[src/rtl/msd_pkg.sv]
// ============================================================================
// msd_pkg : shared types and constants of the multi-switch debouncer
// Function codes, debounce and press-once state encodings, lane control
// and result records.
// ============================================================================
package msd_pkg;

    localparam int FUNC_W = 2;
    localparam int PIN_W  = 8;
    localparam int IDX_W  = 8;
    localparam int MASK_W = 8;

    typedef enum logic [FUNC_W-1:0] {
        FUNC_TICK     = 2'd0,
        FUNC_GET      = 2'd1,
        FUNC_GET_ONCE = 2'd2,
        FUNC_INIT     = 2'd3
    } t_func;

    typedef enum logic [1:0] {
        DEB_RELEASED     = 2'd0,
        DEB_PRE_PRESSED  = 2'd1,
        DEB_PRESSED      = 2'd2,
        DEB_PRE_RELEASED = 2'd3
    } t_deb_state;

    typedef enum logic [1:0] {
        ONCE_RELEASED     = 2'd0,
        ONCE_PRESSED      = 2'd1,
        ONCE_POST_PRESSED = 2'd2
    } t_once_state;

    typedef struct packed {
        logic tick_en;
        logic init_en;
        logic once_en;
    } t_lane_ctrl;

    typedef struct packed {
        logic switch_level;
        logic status;
    } t_result;

endpackage

[src/rtl/msd_if.sv]
// ============================================================================
// msd_if : handshake channels of the multi-switch debouncer
// Request, result and configuration channels, each with valid and ready.
// ============================================================================
interface msd_in_if;
    logic                       valid;
    logic                       ready;
    logic [msd_pkg::FUNC_W-1:0] func;
    logic [msd_pkg::PIN_W-1:0]  pin_levels;
    logic [msd_pkg::IDX_W-1:0]  switch_index;

    modport source (output valid, output func, output pin_levels,
                    output switch_index, input ready);
    modport sink   (input valid, input func, input pin_levels,
                    input switch_index, output ready);
endinterface

interface msd_out_if;
    logic valid;
    logic ready;
    logic switch_level;
    logic status;

    modport source (output valid, output switch_level, output status, input ready);
    modport sink   (input valid, input switch_level, input status, output ready);
endinterface

interface msd_cfg_if;
    logic                       valid;
    logic                       ready;
    logic [msd_pkg::MASK_W-1:0] data;

    modport source (output valid, output data, input ready);
    modport sink   (input valid, input data, output ready);
endinterface

[src/rtl/msd_lane.sv]
// ============================================================================
// msd_lane : one switch's debouncer and press-once tracker
// Four-state debounce machine, debounced level and press-once machine.
// ============================================================================
module msd_lane (
    input  logic                i_clk,
    input  logic                i_rst_n,
    input  msd_pkg::t_lane_ctrl i_ctrl,
    input  logic                i_pin,        // polarity corrected
    input  logic                i_init_level,
    output logic                o_level,
    output logic                o_once
);

    msd_pkg::t_deb_state  r_deb,  n_deb;
    msd_pkg::t_once_state r_once, n_once;
    logic                 r_level, n_level;
    logic                 deb_level;

    // debounce next state
    always_comb begin
        case (r_deb)
            msd_pkg::DEB_RELEASED: begin
                n_deb = i_pin ? msd_pkg::DEB_PRE_PRESSED : msd_pkg::DEB_RELEASED;
            end
            msd_pkg::DEB_PRE_PRESSED: begin
                n_deb = i_pin ? msd_pkg::DEB_PRESSED : msd_pkg::DEB_RELEASED;
            end
            msd_pkg::DEB_PRESSED: begin
                n_deb = i_pin ? msd_pkg::DEB_PRESSED : msd_pkg::DEB_PRE_RELEASED;
            end
            default: begin
                n_deb = i_pin ? msd_pkg::DEB_PRESSED : msd_pkg::DEB_RELEASED;
            end
        endcase
    end

    // debounce output: level seen in the current state
    always_comb begin
        case (r_deb)
            msd_pkg::DEB_PRESSED,
            msd_pkg::DEB_PRE_RELEASED: deb_level = 1'b1;
            default:                   deb_level = 1'b0;
        endcase
    end

    // press-once next state
    always_comb begin
        case (r_once)
            msd_pkg::ONCE_RELEASED: begin
                n_once = r_level ? msd_pkg::ONCE_PRESSED : msd_pkg::ONCE_RELEASED;
            end
            default: begin
                n_once = r_level ? msd_pkg::ONCE_POST_PRESSED : msd_pkg::ONCE_RELEASED;
            end
        endcase
    end

    // press-once output
    always_comb begin
        case (r_once)
            msd_pkg::ONCE_PRESSED: o_once = 1'b1;
            default:               o_once = 1'b0;
        endcase
    end

    always_comb begin
        n_level = r_level;
        if (i_ctrl.tick_en) begin
            n_level = deb_level;
        end else if (i_ctrl.init_en) begin
            n_level = i_init_level;
        end
    end

    always_ff @(posedge i_clk) begin
        if (!i_rst_n) begin
            r_deb   <= msd_pkg::DEB_RELEASED;
            r_once  <= msd_pkg::ONCE_RELEASED;
            r_level <= 1'b0;
        end else begin
            r_level <= n_level;
            if (i_ctrl.tick_en) begin
                r_deb <= n_deb;
            end
            if (i_ctrl.once_en) begin
                r_once <= n_once;
            end
        end
    end

    assign o_level = r_level;

endmodule

[src/rtl/msd_merge.sv]
// ============================================================================
// msd_merge : result selection across the switch lanes
// Picks the asked switch's level or once pulse and forms the status.
// ============================================================================
module msd_merge #(
    parameter int SWITCH_COUNT = 8
) (
    input  msd_pkg::t_func             i_func,
    input  logic [msd_pkg::IDX_W-1:0]  i_switch_index,
    input  logic                       i_initialized,
    input  logic [SWITCH_COUNT-1:0]    i_levels,
    input  logic [SWITCH_COUNT-1:0]    i_onces,
    output msd_pkg::t_result           o_result,
    output logic [SWITCH_COUNT-1:0]    o_once_hit
);

    localparam int                       SelW  = (SWITCH_COUNT > 1) ? $clog2(SWITCH_COUNT) : 1;
    localparam logic [msd_pkg::IDX_W-1:0] Count = msd_pkg::IDX_W'(SWITCH_COUNT);

    logic            in_range;
    logic            query_ok;
    logic [SelW-1:0] sel;
    logic            sel_level;
    logic            sel_once;

    assign in_range  = (i_switch_index < Count);
    assign query_ok  = i_initialized && in_range;
    assign sel       = i_switch_index[SelW-1:0];
    assign sel_level = in_range ? i_levels[sel] : 1'b0;
    assign sel_once  = in_range ? i_onces[sel]  : 1'b0;

    always_comb begin
        o_result = '0;
        case (i_func)
            msd_pkg::FUNC_TICK: begin
                o_result.status = !i_initialized;
            end
            msd_pkg::FUNC_GET: begin
                o_result.status       = !query_ok;
                o_result.switch_level = query_ok && sel_level;
            end
            msd_pkg::FUNC_GET_ONCE: begin
                o_result.status       = !query_ok;
                o_result.switch_level = query_ok && sel_once;
            end
            default: begin
                o_result.status = 1'b0;
            end
        endcase
    end

    // one-hot lane pick for a get-once step
    always_comb begin
        o_once_hit = '0;
        if (i_func == msd_pkg::FUNC_GET_ONCE && query_ok) begin
            o_once_hit[sel] = 1'b1;
        end
    end

endmodule

[src/rtl/multi_switch_debouncer_top.sv]
// ============================================================================
// multi_switch_debouncer_top : debouncer for a bank of switches
// One lane per switch steps in parallel on a tick; a merge stage answers
// get and get-once queries; a two-entry output buffer holds results.
// ============================================================================
//
//  channel    dir  payload                               transaction
//  ---------  ---  ------------------------------------  ---------------------
//  i_in_ch    in   func, pin_levels, switch_index        one request
//  o_out_ch   out  switch_level, status                  one result / request
//  i_cfg_ch   in   data (active_low_mask)                one mask write
//
//  The lanes a request steps update at the accepting edge and its result
//  is registered at that edge, in the output register or the skid entry.
//  The output buffer sustains one transaction per cycle while sink is ready.
//  Reset is synchronous, active low; it clears all lane states, levels,
//  the mask and the initialized flag. No clearing pass is needed.
//  When the sink stalls, the output register holds one result and a skid
//  entry takes one more; ready drops only while the skid entry is full.
//
module multi_switch_debouncer_top #(
    parameter int SWITCH_COUNT = 8
) (
    input  logic       i_clk,
    input  logic       i_rst_n,
    msd_in_if.sink     i_in_ch,
    msd_out_if.source  o_out_ch,
    msd_cfg_if.sink    i_cfg_ch
);

    logic [msd_pkg::MASK_W-1:0] r_mask;
    logic                       r_initialized;

    msd_pkg::t_result r_out,       n_out;
    logic             r_out_valid, n_out_valid;
    msd_pkg::t_result r_skid,      n_skid;
    logic             r_skid_valid, n_skid_valid;

    msd_pkg::t_func            func;
    logic                      in_accept;
    logic                      out_fire;
    logic [SWITCH_COUNT-1:0]   levels;
    logic [SWITCH_COUNT-1:0]   onces;
    logic [SWITCH_COUNT-1:0]   once_hit;
    logic [SWITCH_COUNT-1:0]   once_en;
    msd_pkg::t_result          result;
    logic                      tick_go;
    logic                      init_go;

    assign func      = msd_pkg::t_func'(i_in_ch.func);
    assign in_accept = i_in_ch.valid && i_in_ch.ready;
    assign out_fire  = r_out_valid && o_out_ch.ready;

    // Tick steps only after init; init always goes through.
    assign tick_go = in_accept && (func == msd_pkg::FUNC_TICK) && r_initialized;
    assign init_go = in_accept && (func == msd_pkg::FUNC_INIT);
    assign once_en = in_accept ? once_hit : '0;

    // Mask register, written any time the port offers data.
    assign i_cfg_ch.ready = 1'b1;

    always_ff @(posedge i_clk) begin
        if (!i_rst_n) begin
            r_mask        <= '0;
            r_initialized <= 1'b0;
        end else begin
            if (i_cfg_ch.valid) begin
                r_mask <= i_cfg_ch.data;
            end
            if (init_go) begin
                r_initialized <= 1'b1;
            end
        end
    end

    // Lanes: switches past the pin word see a low pin and are active high.
    for (genvar g = 0; g < SWITCH_COUNT; g++) begin : g_lane
        logic                lane_pin;
        logic                lane_init;
        msd_pkg::t_lane_ctrl lane_ctrl;

        if (g < msd_pkg::PIN_W) begin : g_pin
            assign lane_pin  = i_in_ch.pin_levels[g] ^ r_mask[g];
            assign lane_init = r_mask[g];
        end else begin : g_nopin
            assign lane_pin  = 1'b0;
            assign lane_init = 1'b0;
        end

        assign lane_ctrl.tick_en = tick_go;
        assign lane_ctrl.init_en = init_go;
        assign lane_ctrl.once_en = once_en[g];

        msd_lane u_lane (
            .i_clk        (i_clk),
            .i_rst_n      (i_rst_n),
            .i_ctrl       (lane_ctrl),
            .i_pin        (lane_pin),
            .i_init_level (lane_init),
            .o_level      (levels[g]),
            .o_once       (onces[g])
        );
    end

    msd_merge #(
        .SWITCH_COUNT (SWITCH_COUNT)
    ) u_merge (
        .i_func         (func),
        .i_switch_index (i_in_ch.switch_index),
        .i_initialized  (r_initialized),
        .i_levels       (levels),
        .i_onces        (onces),
        .o_result       (result),
        .o_once_hit     (once_hit)
    );

    // Output buffer: main register plus one skid entry.
    assign i_in_ch.ready = !r_skid_valid;

    always_comb begin
        n_out        = r_out;
        n_out_valid  = r_out_valid;
        n_skid       = r_skid;
        n_skid_valid = r_skid_valid;
        if (out_fire) begin
            if (r_skid_valid) begin
                // advance the skid entry; no request is taken this cycle
                n_out        = r_skid;
                n_skid_valid = 1'b0;
            end else if (in_accept) begin
                n_out = result;
            end else begin
                n_out_valid = 1'b0;
            end
        end else if (in_accept) begin
            if (r_out_valid) begin
                // hold the waiting result, park the new one
                n_skid       = result;
                n_skid_valid = 1'b1;
            end else begin
                n_out       = result;
                n_out_valid = 1'b1;
            end
        end
    end

    always_ff @(posedge i_clk) begin
        if (!i_rst_n) begin
            r_out_valid  <= 1'b0;
            r_skid_valid <= 1'b0;
        end else begin
            r_out_valid  <= n_out_valid;
            r_skid_valid <= n_skid_valid;
        end
    end

    always_ff @(posedge i_clk) begin
        r_out  <= n_out;
        r_skid <= n_skid;
    end

    assign o_out_ch.valid        = r_out_valid;
    assign o_out_ch.switch_level = r_out.switch_level;
    assign o_out_ch.status       = r_out.status;

    // ------------------------------------------------------------------------
    // Assertions
    // ------------------------------------------------------------------------
    a_skid_behind_out : assert property (@(posedge i_clk) disable iff (!i_rst_n)
        r_skid_valid |-> r_out_valid)
        else $error("skid entry full while output register empty");

    a_no_skid_when_empty : assert property (@(posedge i_clk) disable iff (!i_rst_n)
        (in_accept && !r_out_valid) |=> !r_skid_valid)
        else $error("request parked in skid though output register was free");

    a_once_single_lane : assert property (@(posedge i_clk) disable iff (!i_rst_n)
        $onehot0(once_en))
        else $error("get-once stepped more than one lane");

    a_init_sets_flag : assert property (@(posedge i_clk) disable iff (!i_rst_n)
        init_go |=> r_initialized)
        else $error("initialize did not set the initialized flag");

    a_tick_needs_init : assert property (@(posedge i_clk) disable iff (!i_rst_n)
        tick_go |-> r_initialized)
        else $error("lanes stepped before initialize");

endmodule
[src/flat_wrapper.sv]
// flat-port wrapper written by rule: the top's interface ports become plain ports
module multi_switch_debouncer_top_flat 
#(
    parameter int SWITCH_COUNT = 8
)
  (i_clk, i_rst_n, i_in_ch_valid, i_in_ch_func, i_in_ch_pin_levels, i_in_ch_switch_index, i_in_ch_ready, o_out_ch_valid, o_out_ch_switch_level, o_out_ch_status, o_out_ch_ready, i_cfg_ch_valid, i_cfg_ch_data, i_cfg_ch_ready);
  msd_in_if i_in_ch_i ();
  msd_out_if o_out_ch_i ();
  msd_cfg_if i_cfg_ch_i ();
  input  logic i_clk;
  input  logic i_rst_n;
  input wire logic [$bits(i_in_ch_i.valid)-1:0] i_in_ch_valid;
  input wire logic [$bits(i_in_ch_i.func)-1:0] i_in_ch_func;
  input wire logic [$bits(i_in_ch_i.pin_levels)-1:0] i_in_ch_pin_levels;
  input wire logic [$bits(i_in_ch_i.switch_index)-1:0] i_in_ch_switch_index;
  output wire logic [$bits(i_in_ch_i.ready)-1:0] i_in_ch_ready;
  output wire logic [$bits(o_out_ch_i.valid)-1:0] o_out_ch_valid;
  output wire logic [$bits(o_out_ch_i.switch_level)-1:0] o_out_ch_switch_level;
  output wire logic [$bits(o_out_ch_i.status)-1:0] o_out_ch_status;
  input wire logic [$bits(o_out_ch_i.ready)-1:0] o_out_ch_ready;
  input wire logic [$bits(i_cfg_ch_i.valid)-1:0] i_cfg_ch_valid;
  input wire logic [$bits(i_cfg_ch_i.data)-1:0] i_cfg_ch_data;
  output wire logic [$bits(i_cfg_ch_i.ready)-1:0] i_cfg_ch_ready;
  assign i_in_ch_i.valid = i_in_ch_valid;
  assign i_in_ch_i.func = i_in_ch_func;
  assign i_in_ch_i.pin_levels = i_in_ch_pin_levels;
  assign i_in_ch_i.switch_index = i_in_ch_switch_index;
  assign i_in_ch_ready = i_in_ch_i.ready;
  assign o_out_ch_valid = o_out_ch_i.valid;
  assign o_out_ch_switch_level = o_out_ch_i.switch_level;
  assign o_out_ch_status = o_out_ch_i.status;
  assign o_out_ch_i.ready = o_out_ch_ready;
  assign i_cfg_ch_i.valid = i_cfg_ch_valid;
  assign i_cfg_ch_i.data = i_cfg_ch_data;
  assign i_cfg_ch_ready = i_cfg_ch_i.ready;
  multi_switch_debouncer_top #(.SWITCH_COUNT(SWITCH_COUNT)) u_core (.i_clk(i_clk), .i_rst_n(i_rst_n), .i_in_ch(i_in_ch_i), .o_out_ch(o_out_ch_i), .i_cfg_ch(i_cfg_ch_i));
endmodule
[config.mk]
export PLATFORM = sky130hd
export DESIGN_NAME = multi_switch_debouncer_top_flat
export DESIGN_NICKNAME = d
export VERILOG_FILES = /design/src/rtl/msd_pkg.sv /design/src/rtl/msd_if.sv /design/src/rtl/msd_lane.sv /design/src/rtl/msd_merge.sv /design/src/rtl/multi_switch_debouncer_top.sv /design/src/flat_wrapper.sv
export SDC_FILE = /design/constraint.sdc
export NUM_CORES = 1
export LEC_CHECK = 0
export BUFFER_PORTS_ARGS = -buffer_cell sky130_fd_sc_hd__buf_4
export CAP_MARGIN = 20
export CORE_MARGIN = 3
export CORE_UTILIZATION = 40
export CTS_CLUSTER_SIZE = 25
export DETAILED_ROUTE_END_ITERATION = 8
export SLEW_MARGIN = 0
export SYNTH_ARGS = -nofsm -noshare
export SYNTH_HDL_FRONTEND = slang
export SYNTH_SLANG_ARGS = --single-unit
[constraint.sdc]
create_clock -name i_clk -period 2.28 [get_ports i_clk]
set_input_delay 0.57 -clock i_clk [delete_from_list [all_inputs] [get_ports i_clk]]
set_output_delay 0.57 -clock i_clk [all_outputs]
set_load 0.02 [all_outputs]
# --- Yosys cells after proc, flatten, opt, wreduce, memory -nomap -nowiden ---
# Index checks and enable logic that the tools add are counted.
word_totals:
  inputBits: 31
  output_inout_bits: 5
  elab_cells: 231
  register_bits: 55
op_classes:
  n_mux: 109
  eq_ne: 30
  bitwise_logic: 10
  order_cmp: 3
  reduce_logical: 47
ops:
  columns: ["op", "n"]
  rows:
  - ["$mux W1", 65]
  - ["$mux W2", 29]
  - ["$eq A2 B2 Y1 const B", 18]
  - ["$logic_not A2 Y1", 17]
  - ["$pmux W2 S2", 8]
  - ["$reduce_or A2 Y1", 10]
  - ["$eq A2 B1 Y1 const B", 9]
  - ["$mux W8", 2]
  - ["$logic_and A1 B1 Y1", 10]
  - ["$reduce_and A3 Y1", 3]
  - ["$lt A8 B4 Y1 const B", 1]
  - ["$xor A1 B1 Y1", 8]
  - ["$bmux W1 S3", 2]
  - ["$ne A2 B2 Y1 const B", 3]
  - ["$reduce_bool A2 Y1", 3]
  - ["$lt A3 B4 Y1 const B", 1]
  - ["$pmux W1 S2", 2]
  - ["$demux W1 S3", 1]
  - ["$ge A3 B1 Y1 const B", 1]
  - ["$logic_not A1 Y1", 3]
  - ["$not A1 Y1", 2]
  - ["$reduce_and A2 Y1", 1]

# --- Logic depth before layout (Yosys ltp) ---
# Gate-level depths: netlist of run 1.
depth:
  ltp_word: 10
  mapped_depth: 7
  ltp_nobuf: 6

# --- Hierarchy ---
# From an unflattened synthesis of run 1, not the netlist that was laid out.
unflattened:
  cells_unflattened: 300
  hier_area_um2: 2852.7
by_module_without_submodules:
  columns: ["mod", "area_per_inst_um2", "n_inst", "seq_area_each_um2", "cells_each"]
  rows:
  - ["msd_lane", 225.2, 8, 100.1, 24]
  - ["multi_switch_debouncer_top", 740.7, 1, 340.3, 70]
  - ["msd_merge", 310.3, 1, 0.0, 38]

# --- Least setup slack after synthesis of run 1 ---
# OpenSTA, ideal clock, no wires.
synth_timing:
  kind: "input to register"
  from: "in i_in_ch_switch_index[5]"
  to: "reg u_core.r_out (netlist bit u_core.o_out_ch.status), data pin"
  slack_ps: 490
  setup_ps: 260
  t_arrival_ps: 1530
  cell_stages: 4
  n_path_buf: 0
  required_time_ps: 2020
  cell_sequence: "or4_4 o21ai_2 a21oi_2 mux2_2"
synth_lines:
  columns: ["item", "line", "rtl"]
  rows:
  - ["from (decl)", "flat_wrapper.sv:15", "input wire logic [$bits(i_in_ch_i.switch_index)-1:0] i_in_ch_switch_index;"]
  - ["to (signal assigned)", "multi_switch_debouncer_top.sv:158", "r_out <= n_out;"]
  - ["to (decl)", "multi_switch_debouncer_top.sv:34", "msd_pkg::t_result r_out, n_out;"]

# --- Worst setup path in the final report of run 1 ---
layout_timing:
  from: "in i_in_ch_switch_index[5]"
  to: "reg u_core.g_lane[0].u_lane.r_once[0]"
layout_via:
  elab_chain_cells: 5
layout_lines:
  columns: ["item", "line", "rtl"]
  rows:
  - ["$lt A8 B4 Y1", "msd_merge.sv:26", "assign in_range = (i_switch_index < Count);"]
  - ["$logic_and A1 B1 Y1", "msd_merge.sv:27", "assign query_ok = i_initialized && in_range;"]
  - ["$logic_and A1 B1 Y1", "msd_merge.sv:55", "if (i_func == msd_pkg::FUNC_GET_ONCE && query_ok) begin"]
  - ["$mux W8", "msd_merge.sv:55", null]
  - ["$mux W8", "multi_switch_debouncer_top.sv:57", "assign once_en = in_accept ? once_hit : '0;"]
  - ["to (signal assigned)", "msd_lane.sv:79", "r_once <= msd_pkg::ONCE_RELEASED;"]
  - ["to (signal assigned)", "msd_lane.sv:87", "r_once <= n_once;"]
  - ["to (decl)", "msd_lane.sv:16", "msd_pkg::t_once_state r_once, n_once;"]
# No other way between the ends.
# A chain may end at the register's enable or synchronous reset.

==> results of run 1 <==
==> logic make-up after synthesis <==
group                      synth area share [%]
and+or+nand+nor                            25.8
AOI/OAI and AO/OA                          18.4
DFF                                        39.8
buffers and inverters                      4.71
xor gates and xnor gates                   4.88
muxes                                      4.58
adders and majority gates                  1.74
other                                     0.131
==> per-layer routing <==
metal	up-vias	global-route usage, %
li1	1246	-
met3	5	3.08
met4	0	5.10
met2	39	25.6
met5	-	0
met1	1148	23.3
==> metrics by stage <==
stage	total power [mW]	utilization, %	instance area, sq um	cells	hold WS [ns]
after global routing	1.96	48.1	3310	454	0.468
after detailed placement	1.30	46.7	3210	446	0.480
after CTS	1.89	48.1	3310	454	0.450
after global placement	1.29	46.7	3210	446	0.470
after floorplan	1.20	-	2870	328	0.451
final	1.87	48.1	3310	454	0.452
==> path summary, 6_finish.rpt <==
check	startpoint	to	slack (ns)	depth (start not counted)
max	i_in_ch_switch_index[5]	u_core.g_lane[0].u_lane.r_once[0]$_SDFFE_PN0P_	0.63	5
min reg2reg	u_core.g_lane[0].u_lane.r_deb[0]$_SDFFE_PN0P_	u_core.g_lane[0].u_lane.r_deb[0]$_SDFFE_PN0P_	0.50	2
max reg2reg	u_core.r_skid_valid$_SDFFE_PP0P_	u_core.g_lane[0].u_lane.r_once[0]$_SDFFE_PN0P_	0.67	4
min	o_out_ch_ready	u_core.r_skid_valid$_SDFFE_PP0P_	0.45	2
==> area by class of cell <==
type / instances / area (sq um)
Fill cell: 701 / 3560
Multi-Input combinational cell: 242 / 1590
Sequential cell: 55 / 1140
Timing Repair Buffer: 41 / 308
Tap cell: 96 / 120
Clock buffer: 5 / 68.8
Inverter: 12 / 45.0
Clock inverter: 3 / 31.3
==> power breakdown <==
part,switching (mW),internal (mW),total [mW]
clock,0.362,0.234,0.597
combinational,0.137,0.114,0.252
sequential,0.0252,0.998,1.02
==> worst max-delay path, delay by kind of cell <==
kind            cells  cell delay (ns)
simple gates        3             0.84
buf+inv             1             0.12
compound gates      1             0.31
==> cell usage in the layout, fill, tap and decap left out, types with 2 or more instances in the layout <==
cell and n:
sky130_fd_sc_hd__a211oi_1 2, sky130_fd_sc_hd__a21oi_1 30, sky130_fd_sc_hd__a22oi_1 3, sky130_fd_sc_hd__a311oi_1 3, sky130_fd_sc_hd__a31oi_1 8, sky130_fd_sc_hd__and2_1 2
sky130_fd_sc_hd__and3_1 2, sky130_fd_sc_hd__and4_1 2, sky130_fd_sc_hd__buf_4 41, sky130_fd_sc_hd__clkbuf_8 5, sky130_fd_sc_hd__dfxtp_1 51, sky130_fd_sc_hd__edfxtp_1 4
sky130_fd_sc_hd__ha_1 4, sky130_fd_sc_hd__inv_1 12, sky130_fd_sc_hd__inv_8 2, sky130_fd_sc_hd__mux2i_1 12, sky130_fd_sc_hd__nand2_1 20, sky130_fd_sc_hd__nand2b_1 8
sky130_fd_sc_hd__nand3_1 9, sky130_fd_sc_hd__nand3b_1 13, sky130_fd_sc_hd__nand4_2 2, sky130_fd_sc_hd__nor2_1 17, sky130_fd_sc_hd__nor2b_1 5, sky130_fd_sc_hd__nor3_1 17
sky130_fd_sc_hd__nor3_2 6, sky130_fd_sc_hd__nor4_1 2, sky130_fd_sc_hd__nor4b_1 4, sky130_fd_sc_hd__o211ai_1 5, sky130_fd_sc_hd__o21ai_0 16, sky130_fd_sc_hd__o21ai_1 3
sky130_fd_sc_hd__o31ai_1 5, sky130_fd_sc_hd__or3_1 5, sky130_fd_sc_hd__xnor2_1 11, sky130_fd_sc_hd__xor2_1 5
==> cells in the mapped netlist (6+ instances only) <==
master and count:
sky130_fd_sc_hd__clkbuf_1 10, sky130_fd_sc_hd__dfxtp_1 51, sky130_fd_sc_hd__a21oi_1 30, sky130_fd_sc_hd__nand2_1 20, sky130_fd_sc_hd__nor3_2 6, sky130_fd_sc_hd__inv_1 12, sky130_fd_sc_hd__a31oi_1 8, sky130_fd_sc_hd__nor3_1 17
sky130_fd_sc_hd__nand2b_1 8, sky130_fd_sc_hd__o21ai_0 16, sky130_fd_sc_hd__nor2_1 17, sky130_fd_sc_hd__xnor2_1 11, sky130_fd_sc_hd__mux2i_1 12, sky130_fd_sc_hd__nand3b_1 13, sky130_fd_sc_hd__nand3_1 9
==> flow_summary_export.csv, run 1 <==
group,metric,value,unit
outcome,run_status,"completed",
routing,detailroute.wirelength.met2,2950,um
routing,met3WireLength,249,um
setup_path,critical_path_class,"in2reg",
die,core.rowCount,30,
power,leakage,1.21,nW
die,die_w,90.7,um
cts,number_of_cts_inserted_buffers,5,
synth,ys_seq_elements,55,
timing,finalSetupViolCount,0,
global_route,grt.total_usage,16.6,%
routing,vias_per_instance,5.37,
synth,synthesis.yosys.warnings,0,
timing,finalCritPeriodShare,72.3,%
timing,timing_hold_violations_final,0,
synth,synthDominantCellAreaShare,35.6,%
setup_path,critical_path_source_type,"primary input",
setup_path,crit_required,2.49,ns
synth,netlist_top_cells_area,"sky130_fd_sc_hd__dfxtp_1 (36%), sky130_fd_sc_hd__a21oi_1 (5.2%), sky130_fd_sc_hd__mux2i_1 (4.2%), sky130_fd_sc_hd__edfxtp_1 (4.2%), sky130_fd_sc_hd__nand3b_1 (3.4%)",
routing,drc_errors,0,
routing,drtPass1Iterations,4,
finish,layout.nets,392,
die,floorplan.die.height,90.7,um
cts,cts.htree.levels,2,
min_path,hold_path_class,"in2reg",
job,maxCapViolCount,0,
cts,tritoncts,"done",
timing,rsz_0062_raised_after_global_routing,"false",
setup_path,worstPathMaxFanout,10,
synth,synth_edf_count,4,
setup_path,critical_path.cell_chain,"buf_4 -> nor4_4 -> nand4_2 -> o311ai_2 -> nand2_1",
setup_path,critPathSlowestCell,"sky130_fd_sc_hd__nor4_4",
timing,maxSlewViolCount,0,
die,floorplan.initialDensity,41.8,%
die,die-area,8220,sq um
placed_design,io_port_bufs,34,
timing,clock.fmax,0.607,GHz
finish,synthToLayoutAreaGrowth,15.3,%
routing,met1Wirelength,3150,um
routing,drt_first_iter_violations,79,
synth,synth_cell_type_count,56,
routing,wl_per_cell,14.1,um
synth,postSynthCellCount,328,
synth,dominantRegCellSynth,"sky130_fd_sc_hd__dfxtp_1",
die,floorplan.io_pins,36,
routing,top_layer,"met4",
timing,period_needed,1.65,ns
power,peakVddDrop,0.321,mV
global_route,first_global_vias,2274,
synth,netlist_area,2870,sq um
synth,synth-async-reset-ratio,0,%
placed_design,pre_cts_slack,0.311,ns
cts,post_cts.repair.setup_buffers,0,
cts,cts_root_buffer,"sky130_fd_sc_hd__clkbuf_8",
setup_path,critical_path.max_stage_delay,0.40,ns
timing,finalWorstSetupSlack,0.631,ns
timing,fin_skew,0.0135,ns
global_route,grt-ovfl-total,0,
synth,synth_sequential_area_ratio,39.8,%
cts,clk-insertion-delay-late,0.32,ns
die,placeableCoreArea,6870,sq um
global_route,grt_start_max_net_pins,28,
setup_path,cp_data_arrival_time,1.85,ns
cts,postCtsHoldBufs,0,
setup_path,worstSetupEndpointType,"register",
timing,fin_tns_setup,0,ns
routing,vias,2438,
routing,drt-total-wl,6420,um
synth,synthesis.nets,363,
synth,synth_top_area_cell,"sky130_fd_sc_hd__dfxtp_1",
cts,worst_case_clock_buffer_depth,2,
cts,clk_pin_slew_worst_paths,0.11,ns
synth,postSynthAreaPerCell,8.75,sq um
global_route,antenna_found_initial,0,
power,power_per_unit_of_standard_cell_area,566,nW/um^2
finish,drive_gt1_share,18.2,%
global_route,grt_first_pass_wirelength,11100,um
finish,num_antenna_cells,0,
cts,tritoncts_num_sinks,55,
routing,antenna_left,0,
placed_design,dp_hpwl,4710,um
cts,postCtsResizedCells,0,
placed_design,finalWeightedCongestion,0.828,
(Power assumes the default switching activity.)
==> run 2, diff against run 1 <==
==> constraint.sdc (replaced) <==
create_clock -name i_clk -period 1.7 [get_ports i_clk]
set_input_delay 0.425 -clock i_clk [delete_from_list [all_inputs] [get_ports i_clk]]
set_output_delay 0.425 -clock i_clk [all_outputs]
set_load 0.02 [all_outputs]
==> run 2 against run 1 <==
Effect of this change: via count grew 2.7%; worst setup slack lost 0.45 ns; core utilization grew 2.4 points; critical path depth shrank 1; count of clock-buffer cells in the layout grew 1.
==> flow_summary_export.csv, run 2 (synthesis gave the netlist of run 1 again) <==
group,metric,value,unit
cts,postCtsHoldBufs,0,
global_route,first_global_vias,2504,
global_route,grt.total_usage,16.8,%
routing,wl_per_cell,14.0,um
placed_design,io_port_bufs,34,
setup_path,critical_path.cell_chain,"or3b_2 -> nand4b_1 -> o2111ai_1 -> o31ai_1",
routing,vias,2503,
timing,clock.fmax,0.659,GHz
finish,fin_util,50.5,%
cts,tritoncts,"done",
setup_path,crit_required,1.84,ns
cts,postCtsResizedCells,0,
cts,worst_case_clock_buffer_depth,2,
placed_design,dp_hpwl,4920,um
die,floorplan.initialDensity,41.8,%
setup_path,critical_path_class,"reg2reg",
job,maxCapViolCount,0,
finish,synthToLayoutAreaGrowth,21.0,%
finish,mostFrequentLayoutCell,"sky130_fd_sc_hd__buf_4",
finish,num_antenna_cells,0,
routing,vias_per_instance,5.31,
setup_path,critical_path.max_stage_delay,0.45,ns
routing,drtPass1Iterations,4,
setup_path,critPathSlowestCell,"sky130_fd_sc_hd__or3b_2",
global_route,global_route.usage.met1,22.4,%
finish,area_of_the_multi_input_gates,1590,sq um
global_route,grt_first_pass_wirelength,11400,um
global_route,grt_util_met2,27.5,%
min_path,hold_path_class,"in2reg",
finish,layout.nets,409,
cts,tritoncts_num_sinks,55,
finish,n_fill_cell,678,
timing,finalSetupViolCount,0,
cts,cts_root_buffer,"sky130_fd_sc_hd__clkbuf_8",
cts,clk_pin_slew_worst_paths,0.11,ns
die,floorplan.die.height,90.7,um
global_route,grt-ovfl-total,0,
routing,antenna_left,0,
setup_path,worstSetupEndpointType,"register",
finish,layout_common_cells,"sky130_fd_sc_hd__buf_4 (55), sky130_fd_sc_hd__dfxtp_1 (51), sky130_fd_sc_hd__a21oi_1 (30)",
die,die-area,8220,sq um
timing,period_needed,1.52,ns
power,power_per_unit_of_standard_cell_area,731,nW/um^2
die,floorplan.io_pins,36,
setup_path,worstPathBufferInverterCount,0,
die,placeableCoreArea,6870,sq um
die,core.rowCount,30,
power,peakVddDrop,0.449,mV
placed_design,finalWeightedCongestion,0.865,
global_route,grt.met3_usage,3.33,%
finish,fin_cells,471,
global_route,grt-busiest-layer,"met2",
cts,post_cts.repair.setup_buffers,0,
routing,drt-total-wl,6570,um
die,die_w,90.7,um
timing,rsz_0062_raised_after_global_routing,"false",
timing,finalCritPeriodShare,89.3,%
power,leakage,1.31,nW
setup_path,crit_family,"simple AND/OR/NAND/NOR gates",
timing,maxSlewViolCount,0,
cts,clk-insertion-delay-late,0.31,ns
setup_path,cp_data_arrival_time,1.66,ns
finish,final-seq-area,1140,sq um
placed_design,placedCellCount,463,
routing,drc_errors,0,
setup_path,critical_path_source_type,"register",
finish,drive_gt1_share,21.9,%
timing,timing_hold_violations_final,0,
routing,drt_first_iter_violations,123,
outcome,run_status,"completed",
timing,fin_skew,0.00882,ns
timing,whs,0.313,ns
cts,cts.htree.levels,2,
cts,number_of_cts_inserted_buffers,5,
global_route,antenna_found_initial,0,
global_route,grt_start_max_net_pins,33,
setup_path,worstPathMaxFanout,4,
-- run 2: layer usage --
layer / part of all wire [%] / up-vias
met1: 46 / 1145
met2: 48 / 62
met4: 0.99 / 0
li1: - / 1290
met5: 0 / -
met3: 5.0 / 6
-- run 2: power breakdown --
| group | internal, mW | switching (mW) |
|---|---|---|
| Clock | 0.342 | 0.458 |
| Sequential | 1.34 | 0.0324 |
| Combinational | 0.179 | 0.189 |
| Total | 1.86 | 0.680 |
-- run 2: worst register-to-register path: stages (launching register included) --
cell and delay [ns]:
sky130_fd_sc_hd__dfxtp_1 0.39, sky130_fd_sc_hd__or3b_2 0.45, sky130_fd_sc_hd__nand4b_1 0.12, sky130_fd_sc_hd__o2111ai_1 0.15, sky130_fd_sc_hd__o31ai_1 0.24
-- run 2: area by class of cell --
class                           instances  area share, %
Timing Repair Buffer                   58           13.6
Inverter                               12           1.30
Multi-Input combinational cell        242           45.9
Sequential cell                        55           32.9
Clock buffer                            6           2.38
Clock inverter                          2          0.505
Tap cell                               96           3.46
-- run 2: stage by stage --
| step | total power [mW] | setup slack [ns] | instance area, sq um | setup TNS [ns] |
|---|---|---|---|---|
| 2_1_floorplan | 1.61 | 0.0551 | 2870 | 0 |
| 3_3_place_gp | 1.77 | -0.0916 | 3370 | -0.136 |
| 3_5_place_dp | 1.77 | -0.106 | 3370 | -0.312 |
| 4_1_cts | 2.57 | 0.182 | 3470 | 0 |
| 5_1_grt | 2.66 | 0.0150 | 3470 | 0 |
| 6_report | 2.54 | 0.182 | 3470 | 0 |
-- run 2: worst paths after layout --
| check | from | to | slack, ns | cells past startpoint |
|---|---|---|---|---|
| min reg2reg | u_core.g_lane[1].u_lane.r_deb[0]$_SDFFE_PN0P_ | u_core.g_lane[1].u_lane.r_deb[0]$_SDFFE_PN0P_ | 0.50 | 2 |
| min | o_out_ch_ready | u_core.r_skid_valid$_SDFFE_PP0P_ | 0.31 | 2 |
| max reg2reg | u_core.g_lane[1].u_lane.r_once[0]$_SDFFE_PN0P_ | u_core.o_out_ch.switch_level$_DFFE_PP_ | 0.18 | 4 |
| max | u_core.g_lane[1].u_lane.r_once[0]$_SDFFE_PN0P_ | u_core.o_out_ch.switch_level$_DFFE_PP_ | 0.18 | 4 |
